<file path="src/rtl/logg_pkg.sv">
// Shared constants, codes and types of the log-odds occupancy grid.
// No dependencies; used by every other file of the block.
package logg_pkg;

    // grid geometry
    localparam int GRID_DIM   = 256;
    localparam int GRID_CELLS = GRID_DIM * GRID_DIM;
    localparam int ADDR_W     = $clog2(GRID_CELLS);

    // field widths
    localparam int POS_W  = 32;
    localparam int LO_W   = 16;
    localparam int IDX_W  = 17;
    localparam int HALF_W = 31;
    localparam int CPU_W  = 32;
    localparam int GSZ_W  = 9;
    localparam int THR_W  = 15;
    localparam int CNT_W  = 17;
    localparam int CLS_W  = 2;

    // mapping arithmetic
    localparam int FRAC_W     = 16;
    localparam int DIFF_W     = 34;
    localparam int MAG_W      = 34;
    localparam int PROD_W     = MAG_W + FRAC_W;
    localparam int ROUND_HALF = 1 << (FRAC_W - 1);
    localparam int IDX_NEG_LIMIT = 1 << (IDX_W - 1);
    localparam int IDX_POS_LIMIT = (1 << (IDX_W - 1)) - 1;

    // occupied count saturation
    localparam logic [CNT_W-1:0] OCC_MAX = CNT_W'(65536);

    // configuration port
    localparam int CFG_IDX_W  = 3;
    localparam int CFG_DATA_W = 32;
    localparam logic [CFG_IDX_W-1:0] CFG_ORIGIN_X  = 3'd0;
    localparam logic [CFG_IDX_W-1:0] CFG_ORIGIN_Y  = 3'd1;
    localparam logic [CFG_IDX_W-1:0] CFG_HALF_EXT  = 3'd2;
    localparam logic [CFG_IDX_W-1:0] CFG_CELLS_PU  = 3'd3;
    localparam logic [CFG_IDX_W-1:0] CFG_GRID_SIZE = 3'd4;
    localparam logic [CFG_IDX_W-1:0] CFG_OCC_THR   = 3'd5;

    // request and class codes
    localparam logic REQ_WRITE = 1'b1;
    localparam logic [CLS_W-1:0] CLASS_FREE     = 2'd0;
    localparam logic [CLS_W-1:0] CLASS_UNKNOWN  = 2'd1;
    localparam logic [CLS_W-1:0] CLASS_OCCUPIED = 2'd2;

    // front to back queue
    localparam int QUEUE_DEPTH = 2;
    localparam int QPTR_W      = $clog2(QUEUE_DEPTH);
    localparam int QCNT_W      = $clog2(QUEUE_DEPTH + 1);

    typedef struct packed {
        logic signed [POS_W-1:0] origin_x;
        logic signed [POS_W-1:0] origin_y;
        logic [HALF_W-1:0]       half_extent;
        logic [CPU_W-1:0]        cells_per_unit;
        logic [GSZ_W-1:0]        grid_size;
    } t_map_cfg;

    typedef struct packed {
        logic                    wr;
        logic signed [LO_W-1:0]  lin;
        logic                    inb;
        logic signed [IDX_W-1:0] row;
        logic signed [IDX_W-1:0] col;
        logic [ADDR_W-1:0]       addr;
    } t_job;

endpackage

</file>
<file path="src/rtl/logg_queue.sv">
// Small FIFO of mapped, bounds-checked jobs between the front end and the grid back end.
// Depends on logg_pkg.
module logg_queue import logg_pkg::*; (
    input  logic  i_clk,
    input  logic  i_rst_n,
    input  logic  i_push,
    input  t_job  i_push_job,
    output logic  o_full,
    input  logic  i_pop,
    output t_job  o_pop_job,
    output logic  o_empty
);

    t_job              r_mem [QUEUE_DEPTH];
    logic [QPTR_W-1:0] r_wptr, r_rptr;
    logic [QCNT_W-1:0] r_cnt;
    logic              do_push, do_pop;

    assign o_full    = (r_cnt == QCNT_W'(QUEUE_DEPTH));
    assign o_empty   = (r_cnt == '0);
    assign do_push   = i_push && !o_full;
    assign do_pop    = i_pop && !o_empty;
    assign o_pop_job = r_mem[r_rptr];

    always_ff @(posedge i_clk) begin
        if (do_push) begin
            r_mem[r_wptr] <= i_push_job;
        end
    end

    always_ff @(posedge i_clk) begin
        if (!i_rst_n) begin
            r_wptr <= '0;
            r_rptr <= '0;
            r_cnt  <= '0;
        end else begin
            if (do_push) begin
                r_wptr <= (r_wptr == QPTR_W'(QUEUE_DEPTH - 1)) ? '0 : r_wptr + 1'b1;
            end
            if (do_pop) begin
                r_rptr <= (r_rptr == QPTR_W'(QUEUE_DEPTH - 1)) ? '0 : r_rptr + 1'b1;
            end
            if (do_push && !do_pop) begin
                r_cnt <= r_cnt + 1'b1;
            end else if (do_pop && !do_push) begin
                r_cnt <= r_cnt - 1'b1;
            end
        end
    end

endmodule

</file>
<file path="config.mk">
export PLATFORM = sky130hd
export DESIGN_NAME = logg_queue
export DESIGN_NICKNAME = d
export VERILOG_FILES = /design/src/rtl/logg_pkg.sv /design/src/rtl/logg_queue.sv
export SDC_FILE = /design/constraint.sdc
export NUM_CORES = 1
export LEC_CHECK = 0
export ABC_CLOCK_PERIOD_IN_PS = 4850
export BUFFER_PORTS_ARGS = -buffer_cell sky130_fd_sc_hd__buf_4
export CORE_MARGIN = 5
export CORE_UTILIZATION = 37
export CTS_BUF_LIST = sky130_fd_sc_hd__clkbuf_4 sky130_fd_sc_hd__clkbuf_8
export DETAILED_ROUTE_END_ITERATION = 7
export GPL_TIMING_DRIVEN = 0
export SLEW_MARGIN = 20
export SYNTH_ARGS = -nofsm -noshare
export SYNTH_HDL_FRONTEND = slang
export SYNTH_SLANG_ARGS = --single-unit
</file>
<file path="constraint.sdc">
create_clock -name i_clk -period 4.85 [get_ports i_clk]
set_input_delay 0.7275 -clock i_clk [delete_from_list [all_inputs] [get_ports i_clk]]
set_output_delay 0.7275 -clock i_clk [all_outputs]
set_load 0.1 [all_outputs]
</file>
==> results of run 1 <==
-- cell usage in the layout (no fill, tap or decap), drive strengths merged, types with 2 or more instances in the layout --
master and count:
o21ai 2, and2 3, xnor2 2, edfxtp 136, nor2 2, inv 2
a21boi 2, buf 154, clkinv 5, mux2 68, bufinv 3, dfxtp 5
clkbuf 23
-- synth_stat cells (all sizes together) --
cell | count | share of area [%]
o21ai | 2 | 0.19
ha | 1 | 0.24
buf | 7 | 1.0
inv | 2 | 0.14
mux2 | 68 | 16
nor2 | 2 | 0.14
or3 | 1 | 0.12
dfxtp | 5 | 1.9
and2 | 3 | 0.36
xnor2 | 2 | 0.34
nor3 | 1 | 0.19
xor2 | 1 | 0.17
o21a | 1 | 0.14
and3 | 1 | 0.12
nand2b | 1 | 0.12
clkbuf | 1 | 0.096
edfxtp | 136 | 78
a21boi | 2 | 0.29
-- area by class of cell --
type,count,share of cell area (%)
multi-input combinational,86,14.0
clock buffer,22,3.88
timing repair buffer,147,16.5
clock inverter,9,1.72
inverter,2,0.107
sequential,141,59.8
buffer,8,0.840
tap,180,3.22
-- state kept, by name, summed over array words and instances, names as in the netlist, named ones only --
register,cells
r_cnt,2
r_rptr,1
r_wptr,1
r_mem,136
-- kinds of logic after synthesis --
kind of cell    Yosys count  synth area share [%]
flops                   141                  80.2
xor+xnor                  3                 0.504
compound gates            5                 0.623
buf+inv                  10                  1.27
simple gates              9                  1.06
fa+ha+maj                 1                 0.240
mux                      68                  16.1
-- how the worst max path moves through the flow --
stage	from	to	slack [ns]
CTS	register	o_pop_job[42]	2.20
floorplan	i_push	r_mem[0][0]$_DFFE_PP_	0.90
global placement	i_push	r_mem[0][26]$_DFFE_PP_	-0.94
detailed placement	i_push	r_mem[0][26]$_DFFE_PP_	2.66
global route	register	o_pop_job[42]	2.11
finish	register	o_pop_job[42]	2.28
-- through the flow --
step | setup WS [ns] | instance area [um^2] | instances | TNS, ns
after floorplan | 0.899 | 5220 | 237 | 0
after global placement | -0.945 | 6500 | 558 | -64.85
after detailed placement | 2.66 | 6610 | 564 | 0
after CTS | 2.20 | 7000 | 595 | 0
after global routing | 2.11 | 7000 | 595 | 0
final | 2.28 | 7000 | 595 | 0
-- per-layer routing --
metal  GRT usage [%]  up-vias  part of all wire, %
met5               0        -                    0
met4            4.45        0                  1.0
met3            6.85       12                   10
met2            19.4       90                   50
met1            12.9     1296                   39
li1                -     1264                    -
==> results_dict.tcl, run 1 <==
set metrics [dict create \
    critical_path_arrival_ns 1.84 \
    critical_path_buf_inv_count 4 \
    remaining_design_rule_violation_count 0 \
    diodes 0 \
    outcome "complete, no violations" \
    hold-path-cell-count 1 \
    worst_case_clock_buffer_depth 2 \
    cp_common_cell "sky130_fd_sc_hd__buf_6" \
    critical_path_peak_fanout 10 \
    synth-seq-area-share_pct 80.2 \
    final_max_slew_viol_count 0 \
    cts.hold.buffers_added 0 \
    fmaxAchievable_mhz 389 \
    syn-instance-count 237 \
    die_area_mm2 0.0166 \
    worst_hold_startpoint "i_push_job[41]" \
    rsz0062_at_grt "false" \
    clock_tree.htree_level_count 4 \
    grt_overflow_total 0 \
    worst_path_max_delay_cell "sky130_fd_sc_hd__mux2_4" \
    clkLatencyLatePin_ns 0.43 \
    hold-path-endpoint "r_mem[0][41]$_DFFE_PP_" \
    global_route.usage.total_pct 11.9 \
    sequential_cell_area_in_the_final_layout_mm2 0.00418 \
    reg2reg_from "r_cnt[0]$_SDFFE_PN0P_" \
    setup_viol 0 \
    slew_headroom_pct 62.3 \
    cts_setup_buffers 0 \
    r2r_end "r_mem[0][33]$_DFFE_PP_" \
    yosys_register_bits 141 \
    hold_class "in2reg" \
    std_cell_rows 43 \
    critical_path.max_stage_delay_ns 0.32 \
    synth_warnings 0 \
    mappedNetlistNets 310 \
    timing.critical_path.depth 5 \
    worst_clock_skew_ns 0.00632 \
    clkSinkCount 141 \
    number_of_antenna_violations_at_the_first_check_in_global_routing 0 \
    grt_pass1_wl_um 14700 \
    wl_per_cell_um 16.0 \
    cap_viol_max_count 0 \
    worst-r2r-cell-count 6 \
    drt_iter0_drc 125 \
    utilization_pct 50.4 \
    flow.area_growth_from_synthesis_pct 34.1 \
    cell_chain_of_the_critical_path "clkbuf_2 > buf_6 > buf_6 > mux2_4 > buf_4" \
    drt-total-wl_um 9540 \
    multi_input_gate_area_um2 978 \
    timing.final.crit_share_pct 53.0 \
    r2r_slack_ns 2.94 \
    die_width_um 129 \
    worst_slew_pin_slew_ns 0.565 \
    gpl.final_weighted_congestion 0.691 \
    grt_pass1_vias 2958 \
    path_clk_slew_ns 0.07 \
    critPathKind "reg2out" \
    die_h_um 129 \
    worstSetupEndpointType "output pin" \
    finalWorstPathRequiredPeriod_ns 2.57 \
    cp_data_required_time_ns 4.12 \
    post_drt_via_cell_ratio 4.47 \
    portBuffers 141 \
    synth_cell_type_count 23 \
    dr_total_vias 2662 \
    layout.nets 476 \
    timing_hold_violations_final 0 \
    tritoncts "built" \
    startpoint_class_of_the_critical_path "register" \
    initial_utilization_pct 37.6 \
    ant_nets 0 \
    drt-pass1-iter-count 5 \
    synth_area_mm2 0.00522 \
    crit_family "buffers and inverters" \
    place.detailed.hpwl_um 6660 \
    drive_above_1_share_pct 61.4 \
    cts_repair_resize_count 0 \
    cts_buffers 17 \
    io-pin-count 142 \
    syn-mean-instance-area_um2 22.0 \
    grt_start_max_net_pins 39 \
    fin_worst_hold_slack_ns 0.480 \
    core_mm2 0.0139 \
    cts-root-buf "sky130_fd_sc_hd__clkbuf_8" \
    layout.filler_cells 1213 \
]
Power of run 1 is not shown: default switching activity piles up to over one toggle a cycle in this logic, so the estimate is an artifact.
==> run 2: changes to the inputs <==
Settings changed: ABC_AREA set to 1, ABC_CLOCK_PERIOD_IN_PS 4850 to 2070.
Clock period 4.85 ns to 2.07 ns, I/O delays scaled along.
==> run 2 against run 1 <==
Compared with the run above:
- cell count increased by 2.4%
- largest cell class unchanged
- flip-flop and latch count unchanged
- global-route usage increased by 0.47 points
- hold slack got worse by 0.41 ns
- setup slack got worse by 2.2 ns
- final area increased by 3.8%
- critical path depth decreased by 1
- die area increased by 0.37%
- critical path type unchanged
- clock skew increased by 0.00063 ns
==> results_dict.tcl, run 2 <==
set metrics [dict create \
    diodes 0 \
    cts-root-buf "sky130_fd_sc_hd__clkbuf_8" \
    worst_path_max_delay_cell "sky130_fd_sc_hd__mux2_2" \
    drt-total-wl_um 10100 \
    totalPowerFinal_w 0.0109 \
    synth_largest_type_area_fraction_pct 78.0 \
    grt_start_max_net_pins 25 \
    syn-instance-count 250 \
    worst_slew_pin_slew_ns 0.523 \
    crit_family "buffers and inverters" \
    place.detailed.hpwl_um 6850 \
    tritoncts "built" \
    syn-mean-instance-area_um2 21.0 \
    layout.nets 491 \
    finalWorstPathRequiredPeriod_ns 1.99 \
    drt-pass1-iter-count 4 \
    grt_pass1_vias 2979 \
    synth_top_flop_cell "sky130_fd_sc_hd__edfxtp_1" \
    fmaxAchievable_mhz 503 \
    wl_per_cell_um 16.6 \
    number_of_antenna_violations_at_the_first_check_in_global_routing 0 \
    cts_setup_buffers 0 \
    synth-edff-count 136 \
    clock_tree.htree_level_count 4 \
    yosys_register_bits 141 \
    portBuffers 141 \
    slew_headroom_pct 64.9 \
    initial_utilization_pct 37.7 \
    place_area_mm2 0.00670 \
    async_reset_ff_share_pct 0 \
    synth_cell_type_count 15 \
    cp_data_required_time_ns 1.76 \
    rsz0062_at_grt "true" \
    synth_area_mm2 0.00524 \
    critPathKind "reg2out" \
    io-pin-count 142 \
    synth-seq-area-share_pct 79.9 \
    critical_path_buf_inv_count 3 \
    mappedNetlistNets 323 \
    ir_worst_vdd_mv 1.12 \
    cell_chain_of_the_critical_path "buf_6 > buf_4 > mux2_2 > buf_4" \
    powerDensity_mw_per_mm2 1500 \
    outcome "complete, no violations" \
    die_h_um 129 \
    dr_total_vias 2728 \
    cellLeakagePower_nw 2.77 \
    cp_common_cell "sky130_fd_sc_hd__buf_4" \
    hold_class "in2reg" \
    post-route-cell-area_mm2 0.00727 \
    most-common-layout-cells "sky130_fd_sc_hd__edfxtp_1 (136), sky130_fd_sc_hd__buf_4 (125), sky130_fd_sc_hd__mux2_2 (48)" \
    worstSetupEndpointType "output pin" \
    drive_above_1_share_pct 59.0 \
    ant_nets 0 \
    synth_top_cells_by_area "sky130_fd_sc_hd__edfxtp_1 (78%), sky130_fd_sc_hd__mux2_2 (10%), sky130_fd_sc_hd__mux2_4 (5.7%)" \
    grt_pass1_wl_um 15100 \
    synth.cells.most_frequent "sky130_fd_sc_hd__edfxtp_1 (136), sky130_fd_sc_hd__mux2_2 (48), sky130_fd_sc_hd__mux2_4 (20)" \
    drt_iter0_drc 96 \
    reg_top3 "r_mem: 136 flops, r_cnt: 2 flops" \
    setup_viol 0 \
    worst_case_clock_buffer_depth 2 \
    post_drt_via_cell_ratio 4.48 \
    synth.most_common_cell "sky130_fd_sc_hd__edfxtp_1" \
    final_max_slew_viol_count 0 \
    std_cell_rows 43 \
    flow.area_growth_from_synthesis_pct 38.7 \
    gpl.final_weighted_congestion 0.692 \
    timing.final.crit_share_pct 96.1 \
    timing_hold_violations_final 0 \
    layout_commonest_cell "sky130_fd_sc_hd__edfxtp_1" \
    fin_worst_hold_slack_ns 0.0672 \
    critical_path_arrival_ns 1.68 \
    clkLatencyLatePin_ns 0.42 \
    die_width_um 129 \
    top_cell_type_by_total_area_after_synthesis "sky130_fd_sc_hd__edfxtp_1" \
    largest_reg_flops 136 \
    cap_viol_max_count 0 \
    clkSinkCount 141 \
    largest-register "r_mem" \
    critical_path.max_stage_delay_ns 0.37 \
    core_mm2 0.0139 \
    path_clk_slew_ns 0.07 \
    utilization_pct 52.4 \
    cts_buffers 17 \
    synth_warnings 0 \
    remaining_design_rule_violation_count 0 \
    global_route.usage.total_pct 12.4 \
    critical_path_peak_fanout 10 \
    worst_clock_skew_ns 0.00695 \
    die_area_mm2 0.0166 \
    startpoint_class_of_the_critical_path "register" \
    grt_overflow_total 0 \
]
==> run 2: cell families (layout without fill, tap and decap cells) <==
logic type | Yosys count | count (layout) | share of synthesized area [%]
fa+ha+maj | 1 | 1 | 0.239
buf+inv | 17 | 196 | 2.03
mux | 68 | 68 | 16.0
flops | 141 | 141 | 79.9
compound gates | 4 | 4 | 0.382
simple gates | 19 | 19 | 1.43
==> run 2: layer usage <==
layer | part of all wire (%) | GRT usage, % | vias to the layer above
met5 | 0 | 0 | -
met4 | 0.92 | 5.00 | 0
met3 | 7.6 | 5.35 | 7
met2 | 53 | 21.0 | 85
met1 | 38 | 13.7 | 1342
li1 | - | - | 1294
==> run 2: through the flow <==
stage          TNS [ns]  worst slack [ns]  instances
2_1_floorplan    -97.25            -0.708        250
3_3_place_gp    -258.64             -1.91        571
3_5_place_dp          0            0.0752        577
4_1_cts               0            0.0152        607
5_1_grt          -0.874           -0.0317        609
6_report              0            0.0804        609
==> run 2: worst reg2reg max path: stages (launching register included) <==
cell	delay (ns)
sky130_fd_sc_hd__dfxtp_1	0.40
sky130_fd_sc_hd__o21ai_1	0.22
sky130_fd_sc_hd__nor2_4	0.46
sky130_fd_sc_hd__buf_16	0.24
sky130_fd_sc_hd__buf_16	0.19
==> run 2: final cells by class <==
type                            count  area (um^2)
Clock inverter                     11         78.8
Sequential cell                   141         4190
Buffer                              8          101
Multi-Input combinational cell     92          963
Tap cell                          180          225
Inverter                            9         33.8
Fill cell                        1184         6610
Clock buffer                       19          249
Timing Repair Buffer              149         1430
==> run 2: repair_timing <==
item,CTS,global route
endpoints found under the setup margin,60,138
hold endpoints to repair,0,0
gates cloned,0,2
hold buffers,0,0
gates resized for setup,28,24
==> run 2: final timing paths <==
kind | start | depth (start not counted) | slack, ns | endpoint
max | register | 4 | 0.08 | o_pop_job[17]
min | i_push_job[8] | 1 | 0.07 | r_mem[0][8]$_DFFE_PP_
max reg2reg | r_cnt[0]$_SDFFE_PN0P_ | 4 | 0.27 | r_mem[1][16]$_DFFE_PP_
min reg2reg | r_rptr$_SDFFE_PN0P_ | 2 | 0.51 | r_rptr$_SDFFE_PN0P_
==> run 2: power by group <==
group,switching (W),internal [W]
sequential,0.0000959,0.00360
combinational,0.00384,0.00152
clock,0.000936,0.000932
total,0.00487,0.00606
Note: power is estimated with default switching activity, not from simulation.
==> run 3: changes to the inputs <==
Settings changed: PLACE_DENSITY set to 0.7, SLEW_MARGIN 20 to 10.
==> run 3 against run 2 <==
Compared with the run above:
- flip-flop and latch count unchanged
- final area fell by 0.34%
- global-route usage hardly changed
- first-iteration DRC count rose by 43%
- non-clock buffer count down 1
- combinational power is 4.5% lower
- register-to-register slack got worse by 0.04 ns
- critical path type unchanged
- utilization is 0.18 points lower
==> results_dict.tcl, run 3 (same netlist as run 2, synthesis figures left out) <==
set metrics [dict create \
    largest-register "r_mem" \
    std_cell_rows 43 \
    post_drt_via_cell_ratio 4.49 \
    cp_data_required_time_ns 1.76 \
    dr_total_vias 2737 \
    reg2reg_from "r_cnt[0]$_SDFFE_PN0P_" \
    cp_common_cell "sky130_fd_sc_hd__buf_4" \
    sequential_cell_area_in_the_final_layout_mm2 0.00419 \
    core_mm2 0.0139 \
    worst_slew_pin_slew_ns 0.771 \
    outcome "complete, no violations" \
    die_width_um 129 \
    powerDensity_mw_per_mm2 1570 \
    path_clk_slew_ns 0.08 \
    gpl.final_weighted_congestion 0.719 \
    timing_hold_violations_final 0 \
    number_of_antenna_violations_at_the_first_check_in_global_routing 0 \
    cts_setup_buffers 0 \
    grt_start_max_net_pins 25 \
    worst-r2r-cell-count 3 \
    setup_viol 0 \
    hold_class "in2reg" \
    drt_iter0_drc 137 \
    drt-pass1-iter-count 4 \
    worst_case_clock_buffer_depth 2 \
    slew_headroom_pct 48.5 \
    r2r_end "r_mem[1][51]$_DFFE_PP_" \
    wl_per_cell_um 16.3 \
    power_report.internal_total_w 0.00653 \
    final_max_slew_viol_count 0 \
    critPathKind "reg2out" \
    comb_power_share_pct 44.9 \
    worst_path_max_delay_cell "sky130_fd_sc_hd__mux2_2" \
    place.detailed.hpwl_um 6890 \
    cell_chain_of_the_critical_path "buf_6 > buf_4 > mux2_2 > buf_4" \
    grt_overflow_total 0 \
    worst_hold_startpoint "i_push_job[16]" \
    grt_pass1_wl_um 15300 \
    hold-path-cell-count 1 \
    total_switching_power_w 0.00488 \
    diodes 0 \
    layout_commonest_cell "sky130_fd_sc_hd__edfxtp_1" \
    power_frac_seq_pct 32.5 \
    reg_top3 "r_mem: 136 flops, r_cnt: 2 flops" \
    clkLatencyLatePin_ns 0.43 \
    hold-path-endpoint "r_mem[0][16]$_DFFE_PP_" \
    portBuffers 141 \
    remaining_design_rule_violation_count 0 \
    drt-total-wl_um 9930 \
    critical_path_peak_fanout 10 \
    worst_clock_skew_ns 0.0102 \
    ant_nets 0 \
    cap_viol_max_count 0 \
    timing.final.crit_share_pct 95.7 \
    layout.filler_cells 1158 \
    initial_utilization_pct 37.7 \
    grt_pass1_vias 3013 \
    flow.area_growth_from_synthesis_pct 38.3 \
    cellLeakagePower_nw 2.77 \
    clkSinkCount 141 \
    critical_path_arrival_ns 1.67 \
    sw_ratio_pct 42.8 \
    most-common-layout-cells "sky130_fd_sc_hd__edfxtp_1 (136), sky130_fd_sc_hd__buf_4 (124), sky130_fd_sc_hd__mux2_2 (48)" \
    startpoint_class_of_the_critical_path "register" \
    utilization_pct 52.2 \
    drive_above_1_share_pct 59.1 \
    critical_path.max_stage_delay_ns 0.37 \
    layout.nets 490 \
    die_area_mm2 0.0166 \
    clock_power_share_pct 22.6 \
    rsz0062_at_grt "true" \
    worstSetupEndpointType "output pin" \
    finalSetupTns_ns 0 \
    cts-root-buf "sky130_fd_sc_hd__clkbuf_8" \
    multi_input_gate_area_um2 963 \
    ir_worst_vdd_mv 0.931 \
    r2r_slack_ns 0.23 \
    global_route.usage.total_pct 12.4 \
    fmaxAchievable_mhz 505 \
    finalWorstPathRequiredPeriod_ns 1.98 \
    largest_reg_flops 136 \
    fin_worst_hold_slack_ns 0.0541 \
    die_h_um 129 \
    io-pin-count 142 \
    cts_buffers 17 \
    tritoncts "built" \
    clock_tree.htree_level_count 4 \
]
run 3: final cells by class:
type,instances,share of cell area [%]
multi-input combinational,92,13.3
clock inverter,12,3.01
timing repair buffer,148,17.4
clock buffer,20,3.54
inverter,9,0.466
sequential,141,57.8
tap,180,3.11
buffer,8,1.40
run 3: timing repair:
| action | CTS | global route |
|---|---|---|
| gates resized for setup | 23 | 14 |
| hold endpoints to repair | 0 | 5 |
| endpoints found under the setup margin | 60 | 147 |
| hold buffers | 0 | 3 |
run 3: through the flow:
stage	total power, W	setup WS (ns)	area, um^2	instances
finish	0.0114	0.0893	7240	610
global route	0.0118	-0.00466	7240	610
CTS	0.0115	-0.0386	7180	607
detailed placement	0.00877	0.0500	6620	575
global placement	0.00868	-1.74	6530	571
floorplan	0.00774	-0.708	5240	250
run 3: critical path: cells and delay by family (launching register included):
| family | cells | cell delay (ns) |
|---|---|---|
| flops | 1 | 0.32 |
| mux | 1 | 0.37 |
| buf+inv | 3 | 0.55 |
run 3: worst max path at each step:
stage	end	cells past startpoint	from	slack, ns
final	o_pop_job[0]	4	register	0.09
after global routing	o_pop_job[57]	4	register	-0.005
after floorplan	r_mem[0][0]$_DFFE_PP_	2	r_cnt[0]$_SDFFE_PN0P_	-0.71
after detailed placement	r_mem[1][28]$_DFFE_PP_	3	r_cnt[0]$_SDFFE_PN0P_	0.05
after global placement	r_mem[0][28]$_DFFE_PP_	2	r_cnt[0]$_SDFFE_PN0P_	-1.74
after CTS	o_pop_job[64]	4	register	-0.04
run 3: power by group through the flow:
| stage | logic (W) | registers (W) | clock network [W] |
|---|---|---|---|
| global route | 0.00531 | 0.00374 | 0.00280 |
| detailed placement | 0.00501 | 0.00377 | 0 |
| finish | 0.00512 | 0.00370 | 0.00258 |
| floorplan | 0.00399 | 0.00376 | 0 |
| CTS | 0.00513 | 0.00370 | 0.00266 |
| global placement | 0.00489 | 0.00378 | 0 |
run 3: routing by layer:
metal,part of all wire [%],vias up,wire [um],global-route usage [%]
li1,-,1296,-,-
met1,40,1329,4010,14.0
met2,50,100,4930,20.2
met3,9.1,12,904,6.23
met4,0.96,0,95,4.63
met5,0,-,0,0
